### config.mk
export PLATFORM = sky130hd
export DESIGN_NAME = tbam_pos
export DESIGN_NICKNAME = d
export VERILOG_FILES = /design/src/rtl/tbam_pkg.sv /design/src/rtl/tbam_pos.sv
export SDC_FILE = /design/constraint.sdc
export NUM_CORES = 1
export LEC_CHECK = 0
export ABC_CLOCK_PERIOD_IN_PS = 4400
export BUFFER_PORTS_ARGS = -buffer_cell sky130_fd_sc_hd__buf_4
export CORE_UTILIZATION = 40
export CTS_BUF_LIST = sky130_fd_sc_hd__clkbuf_4 sky130_fd_sc_hd__clkbuf_8 sky130_fd_sc_hd__clkbuf_16
export CTS_CLUSTER_SIZE = 25
export DETAILED_ROUTE_END_ITERATION = 8
export PLACE_DENSITY_LB_ADDON = 0.15
export SYNTH_ARGS = -nofsm -noshare
export SYNTH_HDL_FRONTEND = slang
export SYNTH_SLANG_ARGS = --single-unit
### constraint.sdc
create_clock -name clk -period 4.4 [get_ports clk]
set_clock_uncertainty 0.15 [all_clocks]
set_input_delay 0.22 -clock clk [delete_from_list [all_inputs] [get_ports clk]]
set_output_delay 0.22 -clock clk [all_outputs]
set_load 0.01 [all_outputs]
### src/rtl/tbam_pkg.sv
`timescale 1ns / 1ps
// ----------------------------------------------------------------------------
// tbam_pkg
// Shared types and constants of the tile box average / minimum unit.
// ----------------------------------------------------------------------------
package tbam_pkg;

  localparam int PIX_W      = 8;
  localparam int CH_N       = 3;
  localparam int ACROSS_W   = 11;
  localparam int COL_OUT_W  = 10;
  localparam int CFG_IDX_W  = 2;
  localparam int CFG_DATA_W = 11;
  localparam int IN_DATA_W  = 24;
  localparam int OUT_DATA_W = 40;

  localparam logic [CFG_IDX_W-1:0] CFG_MODE   = 2'd0;
  localparam logic [CFG_IDX_W-1:0] CFG_ACROSS = 2'd1;

  localparam logic [ACROSS_W-1:0] ACROSS_RESET = 11'd1024;

  typedef enum logic {
    MODE_AVERAGE = 1'b0,
    MODE_MINIMUM = 1'b1
  } tbam_mode_t;

  typedef struct packed {
    logic first;
    logic from_store;
    logic last_col;
    logic emit;
    logic band_done;
  } tbam_ctl_t;

endpackage

### src/rtl/tbam_pos.sv
`timescale 1ns / 1ps
// ----------------------------------------------------------------------------
// tbam_pos
// Raster position tracker: pixel column in tile, tile column, row in band.
// ----------------------------------------------------------------------------
module tbam_pos #(
  parameter int TILE_SIDE = 3,
  parameter int POS_W     = 10,
  parameter int ACR_W     = 11
) (
  input  logic              clk,
  input  logic              rst_n,
  input  logic              step,
  input  logic              frame_start,
  input  logic [ACR_W-1:0]  across,
  output logic [POS_W-1:0]  pos,
  output tbam_pkg::tbam_ctl_t ctl
);
  import tbam_pkg::*;

  localparam int CW = (TILE_SIDE > 1) ? $clog2(TILE_SIDE) : 1;
  localparam logic [CW-1:0] LAST = CW'(TILE_SIDE - 1);

  logic [CW-1:0]    col_r, col_nxt, col_c;
  logic [CW-1:0]    row_r, row_nxt, row_c;
  logic [POS_W-1:0] pos_r, pos_nxt, pos_b, pos_c;
  logic [ACR_W-1:0] pos_inc;
  logic             last_row;

  always_comb begin
    col_c = frame_start ? '0 : col_r;
    row_c = frame_start ? '0 : row_r;
    pos_b = frame_start ? '0 : pos_r;
    pos_c = (ACR_W'(pos_b) >= across) ? '0 : pos_b;
    pos_inc = ACR_W'(pos_c) + ACR_W'(1);
    last_row = (row_c == LAST);
    ctl.first      = (col_c == '0) && (row_c == '0);
    ctl.from_store = (col_c == '0) && (row_c != '0);
    ctl.last_col   = (col_c == LAST);
    ctl.emit       = ctl.last_col && last_row;
    ctl.band_done  = (pos_inc == across);
    pos = pos_c;

    col_nxt = col_r;
    row_nxt = row_r;
    pos_nxt = pos_r;
    if (step) begin
      col_nxt = ctl.last_col ? '0 : col_c + CW'(1);
      row_nxt = row_c;
      pos_nxt = pos_c;
      if (ctl.last_col) begin
        if (pos_inc >= across) begin
          pos_nxt = '0;
          row_nxt = last_row ? '0 : row_c + CW'(1);
        end else begin
          pos_nxt = pos_inc[POS_W-1:0];
        end
      end
    end
  end

  always_ff @(posedge clk) begin
    if (!rst_n) begin
      col_r <= '0;
      row_r <= '0;
      pos_r <= '0;
    end else begin
      col_r <= col_nxt;
      row_r <= row_nxt;
      pos_r <= pos_nxt;
    end
  end

endmodule

# == Yosys cells after proc, flatten, opt, wreduce, memory -nomap -nowiden ==
# Cells that the tools add are included.
# totals
out_inout_bits,15
ff_bits,14
wordCells,27
in_bits,15
# classes
n_lt_le_gt_ge,2
muxes,10
n_addsub,3
eq_ne,3
n_reduce_logical,6
# op_table
operator,count
$mux W10,4
$mux W2,6
$add A10 B1 Y11 const B,1
$eq A11 B11 Y1,1
$ge A10 B11 Y1,1
$ge A11 B11 Y1,1
$add A2 B1 Y2 const B,2
$eq A2 B2 Y1 const B,2
$logic_not A2 Y1,2
$logic_and A1 B1 Y1,3
$reduce_bool A2 Y1,1

# == Longest topological paths before layout ==
# Gate-level depths: netlist of the first run.
# depth
word_depth,7
mapped_depth,23

# == Worst setup path after synthesis of the first run ==
# OpenSTA, ideal clock, no wires.
# synth_path
kind,input-to-reg
startpoint,input port frame_start
endpoint,register row_r[1]
cell_stages,23
required_ns,4.177
arrival_time_ns,4.386
slack_ns,-0.210
cell_sequence,buf_6 clkbuf_1 nor2_1 ha_1 a21oi_1 o21ai_0 a21oi_2 o21ai_1 nand2b_1 buf_2 nor2_1 ha_1 and3_1 nand3_1 xnor2_1 nor2_1 ha_1 nand4_1 nor3_1 or3_4 o21ai_2 or4b_1 o211ai_2
# synth_via
elab_chain_len,7
elab_cells_between_ends,13
classes_between,2 x add/sub; 2 x order compare; 2 x eq/ne; 7 x mux
# synth_lines
element,line_no,source
start: declaration,tbam_pos.sv:14,"input logic frame_start,"
$mux W10 (*),tbam_pos.sv:33,pos_b = frame_start ? '0 : pos_r;
$ge A10 B11 Y1,tbam_pos.sv:34,pos_c = (ACR_W'(pos_b) >= across) ? '0 : pos_b;
$mux W10 (*),tbam_pos.sv:34,
named net pos[1],tbam_pos.sv:16,"output logic [POS_W-1:0] pos,"
$add A10 B1 Y11 (*),tbam_pos.sv:35,pos_inc = ACR_W'(pos_c) + ACR_W'(1);
$ge A11 B11 Y1 (*),tbam_pos.sv:52,if (pos_inc >= across) begin
$mux W2 (*),tbam_pos.sv:52,
$mux W2 (*),tbam_pos.sv:51,if (ctl.last_col) begin
end signal: assignment,tbam_pos.sv:69,row_r <= row_nxt;
end: declaration,tbam_pos.sv:25,"logic [CW-1:0] row_r, row_nxt, row_c;"
# The timed path passes the listed nets; every way through them passes the cells marked *.
# A chain may end at the register's enable or synchronous reset.

# == Worst setup path after layout of the first run ==
# layout_path
startpoint,register pos_r[8]
endpoint,register pos_r[3]
# layout_via
elab_chain_len,7
# layout_lines
element,line_no,source
start: declaration,tbam_pos.sv:26,"logic [POS_W-1:0] pos_r, pos_nxt, pos_b, pos_c;"
start signal: assignment,tbam_pos.sv:70,pos_r <= pos_nxt;
$mux W10 (*),tbam_pos.sv:33,
$ge A10 B11 Y1,tbam_pos.sv:34,
$mux W10 (*),tbam_pos.sv:34,
$add A10 B1 Y11,tbam_pos.sv:35,
$ge A11 B11 Y1,tbam_pos.sv:52,
$mux W10,tbam_pos.sv:52,
$mux W10 (*),tbam_pos.sv:51,
# Mark *: on every way between the ends. The rest lies on a longest branch, timed or not.

==> results of run 1 <==
## flip-flops by register name, indices dropped and copies added, names as in the netlist
signal / flops
pos_r: 10
col_r: 2
row_r: 2
## critical path, stage by stage, from the launching register on
cell and delay (ns):
dfxtp_2 0.35, inv_1 0.06, nor2_1 0.11, ha_1 0.28, a211oi_2 0.31, or3_4 0.20
o21ai_2 0.06, nand2b_1 0.17, nor2_2 0.11, ha_1 0.18, and3_4 0.22, nand3_1 0.09
xnor2_1 0.21, nor2_1 0.06, ha_1 0.28, nand4_1 0.13, nor3_2 0.07, or3_4 0.39
nor4_4 0.28, buf_4 0.21, nand2_2 0.07, o221ai_2 0.16
## layer usage
metal,global-route usage [%],wire [um]
met1,29.3,2100
met2,34.5,2030
met3,1.23,148
met4,6.67,55
met5,0,0
## layout make-up
type / instances / area [sq um] / area share (%)
well taps: 48 / 60.1 / 2.93
clock buffers: 4 / 55.1 / 2.68
repair buffers: 45 / 338 / 16.5
multi-input cells: 166 / 1230 / 60.1
flip-flops and latches: 14 / 284 / 13.8
inverters: 22 / 82.6 / 4.02
## stage by stage
stage	hold slack [ns]	util (%)
global route	0.0672	54.8
finish	0.0625	54.8
CTS	0.0579	53.1
detailed placement	0.324	51.6
floorplan	0.308	-
global placement	0.321	51.6
## where the power goes
part	switching [mW]	total [mW]	internal, mW
Clock	0.0503	0.130	0.0793
Combinational	0.0324	0.0551	0.0227
Sequential	0.00143	0.129	0.128
Total	0.0841	0.314	0.230
## worst paths after layout
kind,slack [ns],startpoint,endpoint,cells past startpoint
min reg2reg,0.34,row_r[0],row_r[0],2
max reg2reg,0.15,pos_r[8],pos_r[3],21
max,0.15,pos_r[8],pos_r[3],21
min,0.06,step,col_r[0],2
## cells by family after synthesis
kind of cell,share of synthesized area [%]
AOI/OAI and AO/OA,24.3
and+or+nand+nor,31.5
xor gates and xnor gates,0.552
muxes,0.631
adders and majority gates,17.3
buffers and inverters,7.97
DFF,17.7
## cells in the final DEF, fill, tap and decap left out, drive strengths merged, types with 2 or more instances in the layout
cell	n
a21oi	9
a211oi	2
nor2	36
and2	2
ha	22
o21ai	13
nand3	6
nand2	17
a31oi	3
inv	21
nand4	5
a21boi	2
or3	3
nor3	4
nor2b	3
nand2b	3
dfxtp	14
o211ai	9
buf	45
o21a	5
nor4	3
clkbuf	4
nand3b	2
and3	2
## synth_stat cells, types with 2 or more instances
cell      instances
o211ai_1          7
and3_1            2
nor3_2            2
a21oi_1           7
a21oi_2           2
o21ai_0           5
o21a_1            5
or3_1             2
nand2_1          16
o211ai_2          2
ha_1             22
buf_6             2
nand2b_1          3
nor3_1            2
a21boi_0          2
o21ai_1           7
nor2b_1           2
nor2_1           36
buf_2             2
nor4_1            2
nand4_1           5
nand3_1           6
inv_1            21
clkbuf_1          3
dfxtp_1          14
## timing repair
action	4_1_cts	5_1_grt
setup buffers	0	2
setup endpoints to repair	2	12
gates resized for setup	1	17
pin swaps	0	8
==> key figures, run 1 <==
Worst setup path
  – Crit path launch type: register
  – Crit path max fanout: 6
  – Setup CP Type: register to register
  – Crit. End Element: register
  – Worst Path Required: 4.42 ns
  – CP arrival: 4.28 ns

Synthesis
  – FFs w/ async S/R, synth: 0%
  – Post-synth EDFFs: 0
  – Mapped Nets: 246
  – Post-synthesis area per instance: 7.59 sq um
  – Ranking of synthesized cells by area: dfxtp_1, ha_1, nor2_1
  – Post-synthesis cell area: 1590 sq um
  – Part of the Yosys area used for sequential elements: 17.7%
  – Cell taking the most area after synthesis: dfxtp_1
  – Synth cell types: 55
  – Post-synthesis sequential element count: 14
  – Synth top area share: 17.7%
  – Prevailing post-synth register cell: dfxtp_1
  – Synth Instances: 209
  – YS warnings: 0

Final layout
  – Layout Area Growth over Synthesis: 29.4%
  – Layout cells sized above 1: 34.7%
  – # diodes: 0
  – Nets@finish: 289
  – Layout Cells excl Fill: 299
  – Design Area, Final: 2050 sq um
  – Filler Cell Count: 379

GRT
  – GRT overflow: 0
  – Number of global-route vias before repair: 1475
  – First-pass GRT wire length: 6810 um
  – Initial antenna violation count: 0
  – Tot GR Track Use: 21.1%
  – Largest net degree at the start of global routing: 19

Clock network
  – Root cell of the clock tree: clkbuf_8
  – # H-tree levels: 1
  – Clk buf depth: 2
  – Clk_lat worst skew: 0.25 ns
  – Sink Count: 14
  – Clk pin slew, worst setup/hold paths: 0.06 ns
  – Post-CTS Hold Buffers: 0
  – CTS tree: built
  – Num CTS Buffers: 3

Drt
  – Post-Route WL: 4330 um
  – Iteration-0 DRC Markers: 75
  – Detailed-router iteration count before antenna repair: 4
  – Via count: 1616
  – Wire length per cell: 14.5 um
  – Post-DR vias/cell: 5.40
  – ANT nets after route: 0
  – Remaining DRCs: 0

Place
  – Routability cong.: 0.860
  – Placed cells: 293
  – Dpl hpwl: 3370 um
  – PortBufs: 29
  – Setup WS pre-CTS: 0.0234 ns
  – Cell Area, Placed: 1930 sq um

Power
  – Leak: 0.941 nW
  – Final Total Pwr: 314 uW
  – IR drop worst, VDD: 0.0769 mV
  – Cell Pwr Density: 153 nW/um^2

Die
  – Die width: 65.0 um
  – Site row count: 22
  – Die area: 4220 sq um
  – # IOs: 30
  – CORE AREA: 3740 sq um
  – Initial core utilization: 42.4%
  – Die Y: 65.0 um

STA
  – Setup TNS: 0 ns
  – Max-slew headroom: 67.3%
  – Final period utilization: 96.7%
  – Worst Tran Pin Value: 0.487 ns
  – Setup ws final: 0.146 ns
  – Count of final hold-check violations: 0
  – Final Critical Period: 4.25 ns
  – Final Max Slew Viols: 0
  – Final setup viols: 0
  – FMAX: 235 MHz

Min path
  – HP Class: primary input to register

Status
  – Status: completed

Run
  – Max-Cap Viols: 0
No activity file was read; power rests on OpenSTA's default activity.
==> run 2: changes to the inputs <==
- CTS_BUF_LIST: sky130_fd_sc_hd__clkbuf_4 sky130_fd_sc_hd__clkbuf_8 sky130_fd_sc_hd__clkbuf_16 -> not set
- PLACE_DENSITY_LB_ADDON: 0.15 -> 0.25
==> key figures, run 2 (synthesis gave the netlist of run 1 again) <==
Status
  – Status: completed

Drt
  – Remaining DRCs: 0
  – DR top layer: met4
  – ANT nets after route: 0
  – Iteration-0 DRC Markers: 127
  – Post-DR vias/cell: 5.38
  – Detailed-router iteration count before antenna repair: 4
  – M1 WL: 1950 um
  – Via count: 1603
  – Wire length per cell: 13.5 um
  – Post-Route WL: 4030 um
  – DR WL met3: 210 um
  – Met2 WL: 1860 um

Power
  – Clock share of power: 41.6%
  – Net Switching: 85.1 uW
  – IR drop worst, VDD: 0.125 mV
  – Logic pwr share: 17.5%
  – Cell Pwr Density: 155 nW/um^2
  – Final Total Pwr: 316 uW
  – Reg power frac: 40.9%
  – Leak: 0.938 nW
  – Pint: 231 uW
  – Sw frac: 26.9%

STA
  – Count of final hold-check violations: 0
  – Worst Tran Pin Value: 0.495 ns
  – Final Max Slew Viols: 0
  – Hold Slack: 0.0628 ns
  – Final setup viols: 0
  – FMAX: 238 MHz
  – Final Critical Period: 4.21 ns
  – Final period utilization: 95.6%
  – Max-slew headroom: 66.7%

Worst setup path
  – Crit path launch type: register
  – Crit. End Element: register
  – Setup crit end: row_r[1]
  – Reg-to-reg startpoint: pos_r[8]
  – Crit path max fanout: 5
  – Reg2reg end: row_r[1]
  – Worst Path Required: 4.44 ns
  – R2r setup slk: 0.19 ns
  – Setup CP Type: register to register
  – FF-to-FF path depth: 19
  – CP startpoint: pos_r[8]
  – CP arrival: 4.25 ns

Clock network
  – CTS tree: built
  – Clk pin slew, worst setup/hold paths: 0.06 ns
  – Clk_lat worst skew: 0.25 ns
  – Clk buf depth: 2
  – Num CTS Buffers: 3
  – Sink Count: 14
  – Root cell of the clock tree: clkbuf_8
  – # H-tree levels: 1

Die
  – Die area: 4220 sq um
  – Die width: 65.0 um
  – Initial core utilization: 42.4%
  – Die Y: 65.0 um
  – CORE AREA: 3740 sq um
  – # IOs: 30
  – Site row count: 22

GRT
  – Number of global-route vias before repair: 1508
  – Largest net degree at the start of global routing: 19
  – Initial antenna violation count: 0
  – GRT overflow: 0
  – First-pass GRT wire length: 7030 um
  – Tot GR Track Use: 21.2%

Place
  – Dpl hpwl: 3250 um
  – PortBufs: 29
  – Routability cong.: 0.860

Final layout
  – Commonest cells after routing, fill and taps aside: buf_4, nor2_1, ha_1
  – # diodes: 0
  – Biggest regs: pos_r (10), col_r (2), row_r (2)
  – Largest Register: pos_r
  – Leading cell type in the layout, fill and taps excluded: buf_4
  – Layout cells sized above 1: 31.6%
  – Max reg flops: 10
  – Layout Area Growth over Synthesis: 28.7%
  – Nets@finish: 288

Min path
  – HP Class: primary input to register

Run
  – Max-Cap Viols: 0
## run 2: per-stage QoR
| stage | setup WS (ns) | cells | setup TNS, ns | util (%) | area [sq um] |
|---|---|---|---|---|---|
| 4_1_cts | 0.0336 | 293 | 0 | 52.7 | 1970 |
| 3_3_place_gp | 0.0638 | 289 | 0 | 50.8 | 1900 |
| 6_report | 0.192 | 298 | 0 | 54.5 | 2040 |
| 2_1_floorplan | 0.0649 | 209 | 0 | - | 1600 |
| 5_1_grt | -0.0489 | 298 | -0.0714 | 54.5 | 2040 |
| 3_5_place_dp | -0.0215 | 289 | -0.0215 | 50.8 | 1900 |
## run 2: what timing repair did
item	CTS	global route
setup buffers	0	5
pin swaps	0	6
gates cloned	0	0
gates resized for setup	2	9
hold buffers	0	0
endpoints found under the setup margin	2	12
## run 2: worst min-delay path by stage
stage / slack (ns) / depth (start not counted) / to / start
final: 0.06 / 2 / col_r[0] / step
after global routing: 0.07 / 2 / col_r[0] / step
after CTS: 0.06 / 2 / col_r[0] / step
after detailed placement: 0.33 / 2 / col_r[0] / step
after global placement: 0.32 / 2 / col_r[0] / step
after floorplan: 0.31 / 2 / row_r[0] / row_r[0]
## run 2: layout make-up
| cell class | instances | area, sq um |
|---|---|---|
| clock buffers | 4 | 55.1 |
| inverters | 22 | 82.6 |
| multi-input cells | 166 | 1230 |
| fillers | 373 | 1700 |
| repair buffers | 44 | 330 |
| well taps | 48 | 60.1 |
| flip-flops and latches | 14 | 282 |
## run 2: power groups by stage
stage / sequential (mW) / combinational, mW / clock [mW]
finish: 0.129 / 0.0552 / 0.131
detailed placement: 0.132 / 0.0527 / 0
global placement: 0.132 / 0.0522 / 0
CTS: 0.129 / 0.0532 / 0.132
floorplan: 0.132 / 0.0336 / 0
global route: 0.129 / 0.0615 / 0.138
## run 2: layer usage
| metal | vias to the layer above | track usage [%] |
|---|---|---|
| met5 | - | 0 |
| met4 | 0 | 2.50 |
| met3 | 2 | 4.58 |
| met2 | 45 | 35.0 |
| met1 | 728 | 28.6 |
| li1 | 828 | - |
## run 2: worst max-delay path, cell delays in order (launching register included)
cell	delay, ns
dfxtp_1	0.38
inv_2	0.09
nor2_1	0.11
ha_1	0.27
a211oi_2	0.26
or3_1	0.19
o21ai_2	0.08
nand2b_4	0.15
nor2_2	0.11
ha_1	0.18
and3_2	0.24
a31oi_1	0.12
o21a_1	0.21
ha_1	0.31
nand4_1	0.16
nor3_2	0.31
or3_4	0.21
o21ai_2	0.07
or4b_1	0.48
o211ai_2	0.07
